===== src/rtl/erp_pkg.sv =====
// ----------------------------------------------------------------------------
// erp_pkg
// Types, codes and the per-character lexing and record grammar step.
// ----------------------------------------------------------------------------
package erp_pkg;

   localparam int MAX_SKIP_DEPTH  = 255;
   localparam int LINE_COUNT_BITS = 16;
   localparam int SKIP_W          = $clog2(MAX_SKIP_DEPTH + 1);

   localparam logic [7:0] CH_SPACE = 8'h20;
   localparam logic [7:0] CH_QUOTE = 8'h22;
   localparam logic [7:0] CH_LPAR  = 8'h28;
   localparam logic [7:0] CH_RPAR  = 8'h29;
   localparam logic [7:0] CH_COMMA = 8'h2c;
   localparam logic [7:0] CH_ZERO  = 8'h30;
   localparam logic [7:0] CH_NINE  = 8'h39;
   localparam logic [7:0] CH_EQ    = 8'h3d;
   localparam logic [7:0] CH_LBRK  = 8'h5b;
   localparam logic [7:0] CH_RBRK  = 8'h5d;
   localparam logic [7:0] CH_LBRC  = 8'h7b;
   localparam logic [7:0] CH_RBRC  = 8'h7d;

   localparam logic [30:0] ID_MAX = 31'h7fffffff;

   typedef enum logic [2:0] {
      KIND_EVENT_ID = 3'd0,
      KIND_PRED_ID  = 3'd1,
      KIND_ICNF_ID  = 3'd2,
      KIND_DONE     = 3'd3,
      KIND_ERROR    = 3'd4
   } kind_type;

   typedef enum logic [2:0] {
      ERR_EARLY_END = 3'd0,
      ERR_QUOTE     = 3'd1,
      ERR_BAD_TOKEN = 3'd2,
      ERR_TOO_BIG   = 3'd3,
      ERR_TOO_DEEP  = 3'd4
   } err_type;

   typedef enum logic [1:0] {
      LX_GAP, LX_IDENT, LX_INT, LX_STRING
   } lex_type;

   typedef enum logic [2:0] {
      TK_LP, TK_RP, TK_EQ, TK_COMMA, TK_IDENT, TK_STRING, TK_INT
   } tok_type;

   typedef enum logic [3:0] {
      G_OPEN, G_ID, G_COMMA1, G_EVENT, G_LISTS_OPEN, G_ATTR_FIRST, G_ATTR_NAME,
      G_EQ, G_IDS_OPEN, G_IDS, G_IDS_INT, G_SKIP_FIRST, G_SKIP, G_CLOSE, G_DONE,
      G_ATTR_NEXT
   } gpos_type;

   typedef enum logic [1:0] {
      AK_NONE, AK_PRED, AK_ICNF, AK_OTHER
   } akind_type;

   typedef struct packed {
      logic [7:0] ch;
      logic       line_end;
   } req_type;

   typedef struct packed {
      logic [2:0]  kind;
      logic [30:0] value;
      logic [2:0]  error_code;
      logic [15:0] line_number;
      logic        last;
   } rsp_type;

   typedef struct packed {
      lex_type                    lex;
      gpos_type                   gpos;
      logic [30:0]                accum;
      logic                       too_big;
      logic [2:0]                 kw;
      logic [2:0]                 ilen;
      akind_type                  akind;
      logic                       first;
      logic [SKIP_W-1:0]          skip;
      logic [LINE_COUNT_BITS-1:0] line_count;
      logic                       err;
   } state_type;

   typedef struct packed {
      state_type    st;
      rsp_type [1:0] res;
      logic [1:0]   cnt;
   } ctx_type;

   localparam state_type STATE_RESET = '{
      lex: LX_GAP, gpos: G_OPEN, accum: '0, too_big: 1'b0, kw: 3'b111,
      ilen: '0, akind: AK_NONE, first: 1'b1, skip: '0, line_count: '0,
      err: 1'b0};

   function automatic logic [7:0] kw_event_ch(logic [2:0] p);
      case (p)
         3'd0: kw_event_ch = 8'h45;
         3'd1: kw_event_ch = 8'h76;
         3'd2: kw_event_ch = 8'h65;
         3'd3: kw_event_ch = 8'h6e;
         3'd4: kw_event_ch = 8'h74;
         default: kw_event_ch = 8'h00;
      endcase
   endfunction

   function automatic logic [7:0] kw_pred_ch(logic [2:0] p);
      case (p)
         3'd0: kw_pred_ch = 8'h70;
         3'd1: kw_pred_ch = 8'h72;
         3'd2: kw_pred_ch = 8'h65;
         3'd3: kw_pred_ch = 8'h64;
         default: kw_pred_ch = 8'h00;
      endcase
   endfunction

   function automatic logic [7:0] kw_icnf_ch(logic [2:0] p);
      case (p)
         3'd0: kw_icnf_ch = 8'h69;
         3'd1: kw_icnf_ch = 8'h63;
         3'd2: kw_icnf_ch = 8'h6e;
         3'd3: kw_icnf_ch = 8'h66;
         default: kw_icnf_ch = 8'h00;
      endcase
   endfunction

   function automatic logic is_digit(logic [7:0] c);
      is_digit = (c >= CH_ZERO) && (c <= CH_NINE);
   endfunction

   function automatic logic ends_ident(logic [7:0] c);
      ends_ident = c == CH_SPACE || c == CH_LPAR || c == CH_LBRC || c == CH_LBRK ||
                   c == CH_RPAR || c == CH_RBRC || c == CH_RBRK || c == CH_EQ ||
                   c == CH_COMMA || c == CH_QUOTE;
   endfunction

   function automatic ctx_type f_emit(ctx_type c, kind_type k, logic [30:0] v,
                                      err_type e);
      logic [LINE_COUNT_BITS-1:0] lc1;
      ctx_type r;
      r = c;
      lc1 = c.st.line_count + LINE_COUNT_BITS'(1);
      if (c.cnt < 2'd2) begin
         r.res[c.cnt[0]].kind        = k;
         r.res[c.cnt[0]].value       = v;
         r.res[c.cnt[0]].error_code  = e;
         r.res[c.cnt[0]].line_number = 16'(lc1);
         r.res[c.cnt[0]].last        = 1'b0;
         r.cnt = c.cnt + 2'd1;
      end
      return r;
   endfunction

   function automatic ctx_type f_fail(ctx_type c, err_type e);
      ctx_type r;
      r = f_emit(c, KIND_ERROR, '0, e);
      r.st.err = 1'b1;
      return r;
   endfunction

   function automatic ctx_type f_take_id(ctx_type c, kind_type k);
      ctx_type r;
      if (c.st.too_big) r = f_fail(c, ERR_TOO_BIG);
      else r = f_emit(c, k, c.st.accum, ERR_EARLY_END);
      return r;
   endfunction

   function automatic ctx_type f_match(ctx_type c, logic [7:0] ch);
      ctx_type r;
      logic [2:0] p;
      r = c;
      p = c.st.ilen;
      if (p >= 3'd5 || ch != kw_event_ch(p)) r.st.kw[0] = 1'b0;
      if (p >= 3'd4 || ch != kw_pred_ch(p))  r.st.kw[1] = 1'b0;
      if (p >= 3'd4 || ch != kw_icnf_ch(p))  r.st.kw[2] = 1'b0;
      if (p < 3'd7) r.st.ilen = p + 3'd1;
      return r;
   endfunction

   function automatic ctx_type f_token(ctx_type c, tok_type t);
      ctx_type r;
      logic is_event;
      logic is_pred;
      logic is_icnf;
      kind_type lk;
      logic [SKIP_W-1:0] sd;
      r = c;
      is_event = c.st.kw[0] && c.st.ilen == 3'd5;
      is_pred  = c.st.kw[1] && c.st.ilen == 3'd4;
      is_icnf  = c.st.kw[2] && c.st.ilen == 3'd4;
      lk = (c.st.akind == AK_ICNF) ? KIND_ICNF_ID : KIND_PRED_ID;
      case (c.st.gpos)
         G_OPEN: begin
            if (t == TK_LP) r.st.gpos = G_ID; else r = f_fail(c, ERR_BAD_TOKEN);
         end
         G_ID: begin
            if (t != TK_INT) r = f_fail(c, ERR_BAD_TOKEN);
            else begin
               r = f_take_id(c, KIND_EVENT_ID);
               r.st.gpos = G_COMMA1;
            end
         end
         G_COMMA1: begin
            if (t == TK_COMMA) r.st.gpos = G_EVENT; else r = f_fail(c, ERR_BAD_TOKEN);
         end
         G_EVENT: begin
            if (t == TK_IDENT && is_event) r.st.gpos = G_LISTS_OPEN;
            else r = f_fail(c, ERR_BAD_TOKEN);
         end
         G_LISTS_OPEN: begin
            if (t == TK_LP) r.st.gpos = G_ATTR_FIRST; else r = f_fail(c, ERR_BAD_TOKEN);
         end
         G_ATTR_FIRST, G_ATTR_NAME: begin
            if (t == TK_RP && c.st.gpos == G_ATTR_FIRST) r.st.gpos = G_CLOSE;
            else if (t == TK_IDENT) begin
               r.st.akind = is_pred ? AK_PRED : (is_icnf ? AK_ICNF : AK_OTHER);
               r.st.gpos = G_EQ;
            end else r = f_fail(c, ERR_BAD_TOKEN);
         end
         G_ATTR_NEXT: begin
            if (t == TK_RP) r.st.gpos = G_CLOSE;
            else if (t == TK_COMMA) r.st.gpos = G_ATTR_NAME;
            else r = f_fail(c, ERR_BAD_TOKEN);
         end
         G_EQ: begin
            if (t != TK_EQ) r = f_fail(c, ERR_BAD_TOKEN);
            else if (c.st.akind == AK_PRED || c.st.akind == AK_ICNF)
               r.st.gpos = G_IDS_OPEN;
            else r.st.gpos = G_SKIP_FIRST;
         end
         G_IDS_OPEN: begin
            if (t == TK_LP) begin
               r.st.gpos = G_IDS;
               r.st.first = 1'b1;
            end else r = f_fail(c, ERR_BAD_TOKEN);
         end
         G_IDS: begin
            if (t == TK_RP) r.st.gpos = G_ATTR_NEXT;
            else if (c.st.first) begin
               if (t == TK_INT) begin
                  r = f_take_id(c, lk);
                  r.st.first = 1'b0;
               end else r = f_fail(c, ERR_BAD_TOKEN);
            end else if (t == TK_COMMA) r.st.gpos = G_IDS_INT;
            else r = f_fail(c, ERR_BAD_TOKEN);
         end
         G_IDS_INT: begin
            if (t == TK_INT) begin
               r = f_take_id(c, lk);
               r.st.gpos = G_IDS;
            end else r = f_fail(c, ERR_BAD_TOKEN);
         end
         G_SKIP_FIRST: begin
            if (t == TK_LP) begin
               if (c.st.skip >= SKIP_W'(MAX_SKIP_DEPTH)) r = f_fail(c, ERR_TOO_DEEP);
               else begin
                  r.st.skip = SKIP_W'(1);
                  r.st.gpos = G_SKIP;
               end
            end else r.st.gpos = G_ATTR_NEXT;
         end
         G_SKIP: begin
            if (t == TK_LP) begin
               if (c.st.skip >= SKIP_W'(MAX_SKIP_DEPTH)) r = f_fail(c, ERR_TOO_DEEP);
               else r.st.skip = c.st.skip + SKIP_W'(1);
            end else if (t == TK_RP) begin
               sd = c.st.skip;
               if (sd != '0) sd = sd - SKIP_W'(1);
               r.st.skip = sd;
               if (sd == '0) r.st.gpos = G_ATTR_NEXT;
            end
         end
         G_CLOSE: begin
            if (t == TK_RP) begin
               r = f_emit(c, KIND_DONE, '0, ERR_EARLY_END);
               r.st.gpos = G_DONE;
            end else r = f_fail(c, ERR_BAD_TOKEN);
         end
         default: r = c;
      endcase
      return r;
   endfunction

   function automatic ctx_type f_char(ctx_type c, logic [7:0] ch);
      ctx_type r;
      logic done;
      logic [34:0] prod;
      r = c;
      done = 1'b0;
      prod = 35'(c.st.accum) * 35'd10 + 35'(ch - CH_ZERO);
      if (c.st.lex == LX_STRING) begin
         done = 1'b1;
         if (ch == CH_QUOTE) begin
            r.st.lex = LX_GAP;
            r = f_token(r, TK_STRING);
         end
      end else if (c.st.lex == LX_IDENT) begin
         if (!ends_ident(ch)) begin
            r = f_match(r, ch);
            done = 1'b1;
         end else begin
            r.st.lex = LX_GAP;
            r = f_token(r, TK_IDENT);
         end
      end else if (c.st.lex == LX_INT) begin
         if (is_digit(ch)) begin
            if (prod > 35'(ID_MAX)) r.st.too_big = 1'b1;
            else r.st.accum = prod[30:0];
            done = 1'b1;
         end else begin
            r.st.lex = LX_GAP;
            r = f_token(r, TK_INT);
         end
      end
      if (!done && !r.st.err && r.st.gpos != G_DONE) begin
         if (ch == CH_SPACE) r = r;
         else if (ch == CH_LPAR || ch == CH_LBRC || ch == CH_LBRK) r = f_token(r, TK_LP);
         else if (ch == CH_RPAR || ch == CH_RBRC || ch == CH_RBRK) r = f_token(r, TK_RP);
         else if (ch == CH_EQ) r = f_token(r, TK_EQ);
         else if (ch == CH_COMMA) r = f_token(r, TK_COMMA);
         else if (ch == CH_QUOTE) r.st.lex = LX_STRING;
         else if (is_digit(ch)) begin
            r.st.lex = LX_INT;
            r.st.accum = 31'(ch - CH_ZERO);
            r.st.too_big = 1'b0;
         end else begin
            r.st.lex = LX_IDENT;
            r.st.ilen = '0;
            r.st.kw = 3'b111;
            r = f_match(r, ch);
         end
      end
      return r;
   endfunction

   function automatic ctx_type f_line_end(ctx_type c);
      ctx_type r;
      r = c;
      if (c.st.gpos != G_DONE) begin
         if (c.st.lex == LX_IDENT) r = f_token(r, TK_IDENT);
         else if (c.st.lex == LX_INT) r = f_token(r, TK_INT);
         else if (c.st.lex == LX_STRING) r = f_fail(r, ERR_QUOTE);
         if (!r.st.err && r.st.gpos != G_DONE) r = f_fail(r, ERR_EARLY_END);
      end
      if (!r.st.err) begin
         r.st.line_count = r.st.line_count + LINE_COUNT_BITS'(1);
         r.st.gpos = G_OPEN;
         r.st.lex = LX_GAP;
      end
      return r;
   endfunction

endpackage


===== src/rtl/erp_step.sv =====
// ----------------------------------------------------------------------------
// erp_step
// One character or line end: next parser state and up to two results.
// ----------------------------------------------------------------------------
module erp_step import erp_pkg::*; (
   input  state_type     state,
   input  req_type       req,
   output state_type     state_next,
   output rsp_type [1:0] res,
   output logic [1:0]    res_cnt
);

   ctx_type c0;
   ctx_type c1;

   always_comb begin
      c0.st  = state;
      c0.res = '0;
      c0.cnt = 2'd0;
      c1 = c0;
      if (!state.err) begin
         if (req.line_end) c1 = f_line_end(c0);
         else if (state.gpos != G_DONE) c1 = f_char(c0, req.ch);
      end
      if (c1.cnt == 2'd1) c1.res[0].last = 1'b1;
      if (c1.cnt == 2'd2) c1.res[1].last = 1'b1;
      state_next = c1.st;
      res        = c1.res;
      res_cnt    = c1.cnt;
   end

endmodule


===== src/rtl/erp_queue.sv =====
// ----------------------------------------------------------------------------
// erp_queue
// Four-entry result queue, up to two writes and one read per cycle.
// ----------------------------------------------------------------------------
module erp_queue import erp_pkg::*; (
   input  logic          clock,
   input  logic          reset,
   input  rsp_type [1:0] wr_data,
   input  logic [1:0]    wr_cnt,
   output logic [2:0]    count,
   output logic          rd_valid,
   input  logic          rd_take,
   output rsp_type       rd_data
);

   rsp_type [3:0] mem_ff;
   logic [1:0]    wr_ptr_ff, wr_ptr_in;
   logic [1:0]    rd_ptr_ff, rd_ptr_in;
   logic [2:0]    count_ff, count_in;
   logic          pop;

   assign pop      = rd_take && (count_ff != 3'd0);
   assign rd_valid = count_ff != 3'd0;
   assign rd_data  = mem_ff[rd_ptr_ff];
   assign count    = count_ff;

   always_comb begin
      wr_ptr_in = wr_ptr_ff + wr_cnt;
      rd_ptr_in = rd_ptr_ff + {1'b0, pop};
      count_in  = count_ff + {1'b0, wr_cnt} - {2'b0, pop};
   end

   always_ff @(posedge clock) begin
      if (reset) begin
         wr_ptr_ff <= '0;
         rd_ptr_ff <= '0;
         count_ff  <= '0;
      end else begin
         wr_ptr_ff <= wr_ptr_in;
         rd_ptr_ff <= rd_ptr_in;
         count_ff  <= count_in;
      end
   end

   always_ff @(posedge clock) begin
      if (wr_cnt != 2'd0) mem_ff[wr_ptr_ff] <= wr_data[0];
      if (wr_cnt == 2'd2) mem_ff[wr_ptr_ff + 2'd1] <= wr_data[1];
   end

endmodule


===== src/rtl/event_record_text_parser_top.sv =====
// ----------------------------------------------------------------------------
// event_record_text_parser_top
// Event record line parser: characters in, ids, done and error results out.
//
//   channel  dir  payload   handshake
//   req      in   req_type  req_valid / req_stall
//   rsp      out  rsp_type  rsp_valid / rsp_stall
//
// One request per cycle while req is not stalled: input register, one
// combinational parse step, then a four-entry result queue. A request gives
// zero to two results, which leave one at a time on rsp.
// Synchronous reset clears parser state and the queue. req stalls while the
// queue cannot take two more results.
// ----------------------------------------------------------------------------
module event_record_text_parser_top import erp_pkg::*; (
   input  logic    clock,
   input  logic    reset,
   input  logic    req_valid,
   output logic    req_stall,
   input  req_type req_data,
   output logic    rsp_valid,
   input  logic    rsp_stall,
   output rsp_type rsp_data
);

   logic          in_vld_ff, in_vld_in;
   req_type       in_ff;
   state_type     state_ff, state_in;
   state_type     state_next;
   rsp_type [1:0] res;
   logic [1:0]    res_cnt;
   logic [1:0]    wr_cnt;
   logic [2:0]    q_count;
   logic          advance;

   assign advance   = in_vld_ff && (q_count <= 3'd2);
   assign req_stall = in_vld_ff && !advance;
   assign wr_cnt    = advance ? res_cnt : 2'd0;

   always_comb begin
      in_vld_in = req_stall ? in_vld_ff : req_valid;
      state_in  = advance ? state_next : state_ff;
   end

   always_ff @(posedge clock) begin
      if (reset) begin
         in_vld_ff <= 1'b0;
         state_ff  <= STATE_RESET;
      end else begin
         in_vld_ff <= in_vld_in;
         state_ff  <= state_in;
      end
   end

   always_ff @(posedge clock) begin
      if (req_valid && !req_stall) in_ff <= req_data;
   end

   erp_step u_step (
      .state      (state_ff),
      .req        (in_ff),
      .state_next (state_next),
      .res        (res),
      .res_cnt    (res_cnt)
   );

   erp_queue u_queue (
      .clock    (clock),
      .reset    (reset),
      .wr_data  (res),
      .wr_cnt   (wr_cnt),
      .count    (q_count),
      .rd_valid (rsp_valid),
      .rd_take  (!rsp_stall),
      .rd_data  (rsp_data)
   );

endmodule

===== config.mk =====
export PLATFORM = sky130hd
export DESIGN_NAME = event_record_text_parser_top
export DESIGN_NICKNAME = d
export VERILOG_FILES = /design/src/rtl/erp_pkg.sv /design/src/rtl/erp_step.sv /design/src/rtl/erp_queue.sv /design/src/rtl/event_record_text_parser_top.sv
export SDC_FILE = /design/constraint.sdc
export NUM_CORES = 1
export LEC_CHECK = 0
export ABC_AREA = 1
export BUFFER_PORTS_ARGS = -buffer_cell sky130_fd_sc_hd__buf_4
export CAP_MARGIN = 10
export CORE_AREA = 2 2 305 307
export DETAILED_ROUTE_END_ITERATION = 6
export DIE_AREA = 0 0 307 309
export HOLD_SLACK_MARGIN = 0.12
export PLACE_DENSITY = 0.47
export SLEW_MARGIN = 20
export SYNTH_ARGS = -nofsm -noshare
export SYNTH_HDL_FRONTEND = slang
export SYNTH_HIERARCHICAL = 1
export SYNTH_SLANG_ARGS = --single-unit

===== constraint.sdc =====
create_clock -name clock -period 6.8 [get_ports clock]
set_clock_uncertainty 0.2 [all_clocks]
set_input_delay 0.34 -clock clock [delete_from_list [all_inputs] [get_ports clock]]
set_output_delay 0.34 -clock clock [all_outputs]
set_load 0.02 [all_outputs]

==> impl_summary.md, run 1 <==
Synthesis
The xor and xnor area share after synthesis is 0.02658. Yosys mapped a number of flops with a built-in enable equal to 9. The average cell area after synthesis is 5.760 sq um. The area fraction of the dominant cell type after synthesis is 0.2166. The register bit count reported by yosys is 305. Synthesis produced 4,749 cells.

Counting flops with an async set or reset pin after synthesis yields a share of 0. Of the total synthesized cell area, the portion taken by AND, OR, NAND and NOR gates is 0.3903. Yosys attributes the largest share of cell area to dfxtp_1 22%, nand2_1 21%, inv_1 10%. The compound-gate portion of the synthesized area is 0.1465. The post-synthesis share of cell area spent on full adders, half adders and majority gates is 0.05480. The Yosys step of the flow raised 6 warnings.

By area, the combinational part of the netlist is dominated by simple AND/OR/NAND/NOR gates. The sequential element share of the synthesized area is 0.2265. The portion of synthesized area spent on multiplexers is 0. The synthesized netlist contains 63 unique library cells. The largest total area in the synthesized netlist belongs to dfxtp_1.

After synthesis the cells add up to 27,350 sq um. Among all flip-flop cells after synthesis, the most frequent one is dfxtp_1.

Clocking
Clock-pin slew was measured on the worst setup and hold paths at 60 ps. The number of clock buffers added by TritonCTS is 42. Clock tree synthesis found a total of 305 sinks. The CTS root buffer is clkbuf_16.

The maximum clock path buffer count is 3. Clock latency on the worst-skew pair, taken at its later pin, is 610 ps. TritonCTS built the clock tree. The H-tree depth is 2.

Critical path
The kind of launch point of the worst setup path is a flop. The setup slack of the worst register-to-register path is 740 ps. The master of the slowest instance on the critical path is dfxtp_1. The capture instance of the worst register-to-register path is state_ff[52]. The class of the most critical setup path is flop to flop. The signal arrival time at the worst endpoint is 6400 ps. STA puts the critical path data required time at 7130 ps. For the worst flop-to-flop path, the logic depth is 37.

Among the stages of the critical path, the cell type that occurs most often is nand2_1. In this run the critical register-to-register path is launched from state_ff[39]. The critical path endpoint category is a flop. Of all nets on the critical path, the largest fanout is 31.

The largest single stage delay on the critical path is 440 ps.

Floorplanning
The total area inside the core boundary comes to 91,390 sq um. In this run the vertical extent of the chip is 309 um. The count of boundary I/O pins is 69. The floorplan has 111 rows. From left edge to right edge, the die measures 307 um. The die covers 94,860 sq um. For this configuration, the core starts out at a cell density of 0.2993.

Power
The analysis attributes to net switching a power of 5.204 mW. The worst-case IR drop observed on VDD is 0.1743 mV. Summed over all cells, the static leakage comes to 15.44 nW. In this run the power density over the cells is 364.8 nW/um^2. The overall power is 11.13 mW.

Of the total power, registers draw 0.267. The switching share of power is 0.4674. The combinational share of power is 0.517. Of the total power, the clock network draws 0.216.

The cell-internal power is 5.930 mW.

Global routing
The initial antenna violation count is 1. Across every metal layer, demand over resource in global routing totals 0.2183. The remaining global-route overflow is 0. The global-route wire length before repair is 164,600 um. Entering global routing, the biggest net connects 74 pins. The via count of the first global-routing pass was 27.82k.

Route
The number of DRC violations after detailed-routing iteration 0 is 2,364. The residual antenna-violating net count after detailed routing is 0. The via count is 29.34k. The average vias per placed instance is 4.944. The routed wire length is 104,700 um. The number of iterations in the first detailed-routing pass is 5. The DRC violation count after routing is 0. After detailed routing, the average wire length per cell comes to 17.65 um.

Timing
For the pin with the worst max-slew slack, the measured transition is 1163 ps. The final-report max-slew violation count was 0. The count of endpoints failing setup in the final report is 0. In this run the tightest slew margin relative to its limit is 0.2228. Timing would allow up to 0.1650 GHz. The setup TNS after final layout is 0 ps. The number of endpoints with negative hold slack in the final report is 0. The share of the cycle needed by the critical path after routing is 0.8915. The shortest period the worst path allows is 6062 ps. Setup repair after global routing left no endpoint under its margin.

Place
The global placement routability congestion is 0.8722. Detailed placement ended at an HPWL of 69,110 um. The number of I/O port buffers is 68.

Run
Max-cap violations in this run came to 0.

Cells and area
The antenna diode count is 0. The fraction of the core area covered by cells at the end of the flow is 0.3340. The post-layout net count is 4,847.

Compared with the post-synthesis result, the final layout area differs by 11.58%. The share of post-route cells with drive strength above 1 is 0.07329.

Hold path
In this run the most critical hold path is launched from req_data[2]. The number of cells on the worst hold path is 2. The path class of the lowest-slack min-delay path is primary input to flop. The capture endpoint of the worst hold path is in_ff[2].

Status
The run finished with clean final reports.
[synth_stat cells (3+ instances only)]
master / number
o21bai_1: 7
nor2_4: 11
o221ai_1: 4
o21ai_1: 12
o2111ai_1: 5
nand3_1: 388
nand3b_1: 4
xnor2_1: 30
nor2_1: 389
a21o_1: 6
a2111oi_0: 34
nand2_4: 8
nor2_2: 24
a211oi_1: 14
buf_6: 13
o21a_1: 13
o21ai_0: 279
nand4_1: 100
a22oi_1: 3
o211ai_1: 39
a21boi_0: 3
o22ai_1: 63
nor3_1: 21
clkinv_1: 5
xor2_1: 53
inv_2: 23
edfxtp_1: 9
a31oi_1: 19
inv_1: 727
nand3_2: 9
nand2_2: 19
ha_1: 115
buf_4: 42
nand4_2: 3
nand2_1: 1524
a21oi_1: 175
buf_2: 86
or2_2: 4
nor4_1: 5
o31ai_1: 4
buf_1: 23
fa_1: 3
dfxtp_1: 296
clkbuf_1: 110
[layer usage]
metal,up-vias,GRT usage,wire length (um)
met3,135,0.02357,5756
met5,-,0,8
met2,811,0.3479,46140
met1,13420,0.3097,50400
met4,2,0.06307,2424
li1,14970,-,-
[cell type report]
cell class              instances  area [sq um]
multi-input cells            3446         17110
well taps                    1186          1484
fillers                     10340         60860
repair buffers                166          1404
clock buffers                  65          1299
clock inverters                11         181.4
flip-flops and latches        305          6205
inverters                     755          2836
[cells in the final DEF (no fill, tap or decap), types with 6 or more instances in the layout]
| master | n |
|---|---|
| clkbuf_8 | 14 |
| nor2_1 | 387 |
| conb_1 | 34 |
| o21ai_0 | 277 |
| nand2_2 | 23 |
| clkbuf_16 | 43 |
| edfxtp_1 | 9 |
| dfxtp_1 | 291 |
| nor2_2 | 23 |
| nand3_2 | 9 |
| xnor2_1 | 30 |
| inv_1 | 727 |
| xor2_1 | 53 |
| buf_4 | 143 |
| inv_2 | 22 |
| nand2_1 | 1520 |
| o21ai_1 | 12 |
| nand4_1 | 100 |
| o21bai_1 | 7 |
| nand2_4 | 8 |
| ha_1 | 115 |
| dlygate4sd3_1 | 13 |
| a31oi_1 | 19 |
| o211ai_1 | 39 |
| a211oi_1 | 14 |
| o22ai_1 | 63 |
| nand3_1 | 387 |
| a21o_1 | 6 |
| a21oi_1 | 173 |
| nor3_1 | 19 |
| buf_12 | 10 |
| nor2_4 | 14 |
| a2111oi_0 | 28 |
| clkbuf_1 | 8 |
| o21a_1 | 13 |
| a2111oi_1 | 6 |
[flip-flops by register name, summed over array words and instances, names as in the netlist]
register,count
u_queue/mem_ff,216
in_vld_ff,1
u_queue/wr_ptr_ff,2
u_queue/count,3
in_ff,9
state_ff,72
u_queue/rd_ptr_ff,2
[logic make-up (layout without fill, tap and decap cells)]
logic type	count (synthesis)	count (layout)
other	1	34
flip-flops	305	305
adder cells (fa/ha/maj)	118	118
buffers and inverters	1031	997
AO/OA/AOI/OAI	693	693
XOR/XNOR	83	83
AND/OR/NAND/NOR	2518	2518
[through the flow]
step	setup WS (ps)	cell area, sq um	std cells	hold WS, ps
after floorplan	1023	27480	4782	206.7
after global placement	342.4	28880	5845	241.4
after detailed placement	146.3	28880	5845	251.2
after CTS	107.0	30490	5934	205.3
after global routing	29.20	30520	5934	241.5
final	738.0	30520	5934	247.5
[worst max-delay path, delay by kind of cell, from the launching register on]
family	cells	cell delay, ps
adders and majority gates	3	940
DFF	1	440
AOI/OAI and AO/OA	9	1500
xor gates and xnor gates	3	410
and+or+nand+nor	17	1840
buffers and inverters	5	640
[power groups by stage]
stage          clock network (mW)  logic (mW)  registers [mW]
2_1_floorplan                   0        4.08            2.83
3_3_place_gp                    0        5.75            2.99
3_5_place_dp                    0        5.72            3.01
4_1_cts                      2.47        5.75            2.97
5_1_grt                      2.53        6.49            3.07
6_report                     2.40        5.76            2.97
[worst max-delay path by stage]
stage                     cells after the start            to    startpoint  slack (ps)
final                                        37  state_ff[52]  state_ff[39]         740
after global routing                         37  state_ff[53]  state_ff[39]          30
after CTS                                    37  state_ff[48]  state_ff[41]         110
after detailed placement                     38  state_ff[36]  state_ff[41]         150
after global placement                       38  state_ff[35]  state_ff[41]         340
after floorplan                              36  state_ff[35]  state_ff[36]        1020
[repair_timing]
action | CTS | global route
endpoints found under the hold margin | 26 | 0
setup buffers | 0 | 0
resized for setup | 0 | 9
hold buffers | 13 | 0
setup endpoints to repair | 0 | 32
(Power assumes the default switching activity.)
==> run 2, diff against run 1 <==
--- a/config.mk
+++ b/config.mk
@@ -8,13 +8,12 @@
 export ABC_AREA = 1
 export BUFFER_PORTS_ARGS = -buffer_cell sky130_fd_sc_hd__buf_4
 export CAP_MARGIN = 10
-export CORE_AREA = 2 2 305 307
+export CORE_AREA = 2 2 283 285
 export DETAILED_ROUTE_END_ITERATION = 6
-export DIE_AREA = 0 0 307 309
+export DIE_AREA = 0 0 285 287
 export HOLD_SLACK_MARGIN = 0.12
 export PLACE_DENSITY = 0.47
 export SLEW_MARGIN = 20
 export SYNTH_ARGS = -nofsm -noshare
 export SYNTH_HDL_FRONTEND = slang
-export SYNTH_HIERARCHICAL = 1
 export SYNTH_SLANG_ARGS = --single-unit
==> run 2 against run 1 <==
- clock power fell by 8%
- via count fell by 16%
- sequential cell count did not move
- sequential power fell by 11%
- total power fell by 25%
- routed wire length fell by 16%
- hold slack got worse by 15 ps
- critical path type unchanged
- largest power group unchanged
==> impl_summary.md, run 2 <==
Status
The run finished with clean final reports.

Timing
The fmax is 0.1606 GHz. The final-report max-slew violation count is 0. The count of endpoints failing setup in the final report is 0. The share of the cycle needed by the critical path after routing is 0.9155.

Subtracting the final worst setup slack from the clock period gives 6226 ps. The remaining max-slew budget at the tightest pin is 0.2886. The number of endpoints with negative hold slack in the final report is 0.

Setup repair after global routing left no endpoint under its margin. Setup total negative slack on the finished layout was measured at 0 ps. For the pin with the worst max-slew slack, the measured transition is 1056 ps.

Clocking
The clock-pin slew reported for the worst setup and hold paths after clock tree synthesis is 60 ps. The number of buffers created by CTS is 40. In this run the clock root is driven by a clkbuf_16. The number of clock sinks is 305. Counting along the longest clock path gives a buffer depth of 3. The H-tree depth is 2. The clock reaches the later pin of the worst-skew pair after 590 ps. The TritonCTS clock tree is done.

Global routing
The remaining global-route overflow is 0. For met2 alone, demand over resource in global routing was 0.3207. The met3 demand-to-capacity share in global routing is 0.03317. The global-route wire length before repair is 136,100 um. The met1 layer usage reported by global route is 0.3043.

The via count of the first global-routing pass was 22.90k. The routing layer with the top usage in global route is met2. The initial antenna violation count is 1. The total routing usage reported by global routing is 0.2084. The pin count of the biggest net entering global routing is 87.

Floorplanning
The core box area is 78,610 sq um. The area of the die is 81,800 sq um. The starting utilization of the core area is 0.2976. The x dimension of the die is 285 um.

The die is 287 um tall. The count of boundary I/O pins is 69. The cell row count is 103.

Critical path
The launch point of the worst path is state_ff[38]. The class of the most critical setup path is flop to flop. Counting cells, the worst reg-to-reg path comes to 32.

The capture instance of the worst register-to-register path is state_ff[57]. The slowest stage of the critical path is the dfxtp_1 cell. The kind of launch point of the worst setup path is a flop. The critical-path maximum fanout is 54. The endpoint of the worst setup timing path is state_ff[57]. The setup slack of the worst register-to-register path is 570 ps. The startpoint identified for the worst register-to-register timing path is state_ff[38]. The signal arrival time at the worst endpoint is 6470 ps. The largest incremental delay on the critical path is 420 ps. STA classifies the critical path endpoint as a flop. The critical path required time is 7050 ps.

Synthesis
A synthesized cell averages 6.231 sq um. The cell with the most instances after synthesis is nand2_1. After synthesis, the most frequently instantiated cells are 813 x nand2_1, 474 x a21oi_1, 376 x inv_1. The async set or reset register ratio after synthesis is 0. Of the post-synthesis cell area, the dominant cell type holds 0.2533.

The net count of the mapped netlist is 3,889. For this run, the register share of the synthesized area comes to 0.2649. Among all flip-flop cells after synthesis, the most frequent one is dfxtp_1. The cell count after synthesis is 3,754. Sorting the synthesized cells by area gives the leading types as dfxtp_1 25%, nand2_1 13%, a21oi_1 10%. The cell taking the most area after synthesis is dfxtp_1. Counting flops and latches in the post-synthesis netlist gives 305.

During synthesis, Yosys emitted a total of 0 warnings. The mapped netlist covers 23,390 sq um. After synthesis, the netlist uses 59 different library cells. The count of flip-flops with a built-in enable after synthesis is 9.

Place
The global placement routability congestion is 0.8869. The half-perimeter wire length after detailed placement is 59,530 um. The instance area at placement is 24,740 sq um. The number of I/O port buffers is 68.

Route
The via count is 24.61k. In this run the remaining antenna-violating nets after routing total 0. The routed wire length is 87,610 um. The average vias per placed instance is 5.139. After detailed routing, the number of remaining DRC violations is 0.

The number of DRC violations after detailed-routing iteration 0 is 1,850. After detailed routing, the average wire length per cell comes to 18.29 um. The number of iterations in the first detailed-routing pass is 6.

Power
IR analysis of the VDD net gives a maximum drop of 0.1979 mV. Dividing total power by cell area gives a power density of 318.8 nW/um^2. For this design the static power due to leakage is 12.52 nW.

Cells and area
In the layout the commonest cells are 812 x nand2_1, 473 x a21oi_1, 376 x inv_1. The largest registers in the layout are u_queue.mem_ff x216, state_ff x72, in_ff x9. Ranked by flip-flop count, first place goes to u_queue.mem_ff. Compared with the post-synthesis result, the final layout area differs by 12.14%. Of the cells placed in the final design, the portion with a size suffix greater than 1 is 0.07032.

The post-layout net count is 3,846. The summed area of non-filler cells in the final layout is 26,230 sq um. The antenna diode count is 0. Counting the fill cells in the layout gives 8,797. The most common cell after layout, fill and taps aside is nand2_1. The number of flip-flops in the largest register is 216.

Hold path
The path class of the lowest-slack min-delay path is primary input to flop.

Run
Max-cap violations in this run came to 0.
-- run 2: cell types whose count changed after synthesis, sizes merged, moves of 34 or more --
cell and delta:
nor2 -100, nand3 -65, a2111oi -34, nand4 -58, inv -347, buf -67
o21ai +48, o22ai -35, and3 +38, a21oi +300, nand2 -716
-- run 2: cells by family after synthesis --
group                    after synthesis  synth area share
adder cells (fa/ha/maj)              122           0.06622
flip-flops                           305            0.2649
buffers and inverters                632            0.1090
XOR/XNOR                              88           0.03295
AND/OR/NAND/NOR                     1634            0.3019
AO/OA/AOI/OAI                        973            0.2250
-- run 2: worst min-delay path by stage --
| stage | startpoint | slack [ps] | to | cells after the start |
|---|---|---|---|---|
| after floorplan | u_queue.mem_ff[161] | 230 | u_queue.mem_ff[161] | 2 |
| after global placement | u_queue.mem_ff[161] | 250 | u_queue.mem_ff[161] | 2 |
| after detailed placement | u_queue.mem_ff[161] | 250 | u_queue.mem_ff[161] | 2 |
| after CTS | rsp_stall | 200 | u_queue.rd_ptr_ff[0] | 5 |
| after global routing | req_data[8] | 270 | in_ff[8] | 2 |
| final | rsp_stall | 230 | u_queue.rd_ptr_ff[0] | 5 |
-- run 2: final cells by class --
cell class | count | area [sq um] | area share
inverters | 410 | 1541 | 0.05876
repair buffers | 137 | 1131 | 0.04312
multi-input cells | 2817 | 14690 | 0.5600
clock buffers | 61 | 1160 | 0.04422
clock inverters | 10 | 197.7 | 0.007536
flip-flops and latches | 305 | 6197 | 0.2363
well taps | 1050 | 1314 | 0.05008
-- run 2: worst max-delay path, delay by kind of cell (launching register included) --
| family | cells | cell delay (ps) |
|---|---|---|
| AOI/OAI and AO/OA | 18 | 2920 |
| xor gates and xnor gates | 2 | 310 |
| adders and majority gates | 4 | 1230 |
| buffers and inverters | 1 | 190 |
| DFF | 1 | 420 |
| and+or+nand+nor | 7 | 780 |
-- run 2: report_power, final --
group | internal (mW) | switching [mW] | total [mW]
registers | 2.37 | 0.276 | 2.65
clock network | 1.30 | 0.899 | 2.20
logic | 1.24 | 2.28 | 3.52
total | 4.91 | 3.46 | 8.36
-- run 2: what timing repair did --
action	CTS	global route
setup buffers	0	1
endpoints found under the setup margin	0	31
hold endpoints to repair	23	0
resized for setup	0	14
hold buffers	11	0
-- run 2: layer usage --
| metal | wire length (um) | share of wire |
|---|---|---|
| met5 | 13 | 0.00015 |
| met4 | 1573 | 0.018 |
| met3 | 5637 | 0.064 |
| met2 | 37340 | 0.43 |
| met1 | 43050 | 0.49 |
-- run 2: stage by stage --
step	instances	util	worst slack, ps	hold WS [ps]	power, mW
after floorplan	3754	-	749.1	228.0	4.990
after global placement	4707	0.3147	309.1	250.2	6.193
after detailed placement	4707	0.3147	172.9	249.1	6.185
after CTS	4789	0.3333	128.7	195.7	8.439
after global routing	4790	0.3337	5.703	268.1	8.979
final	4790	0.3337	574.4	232.7	8.364
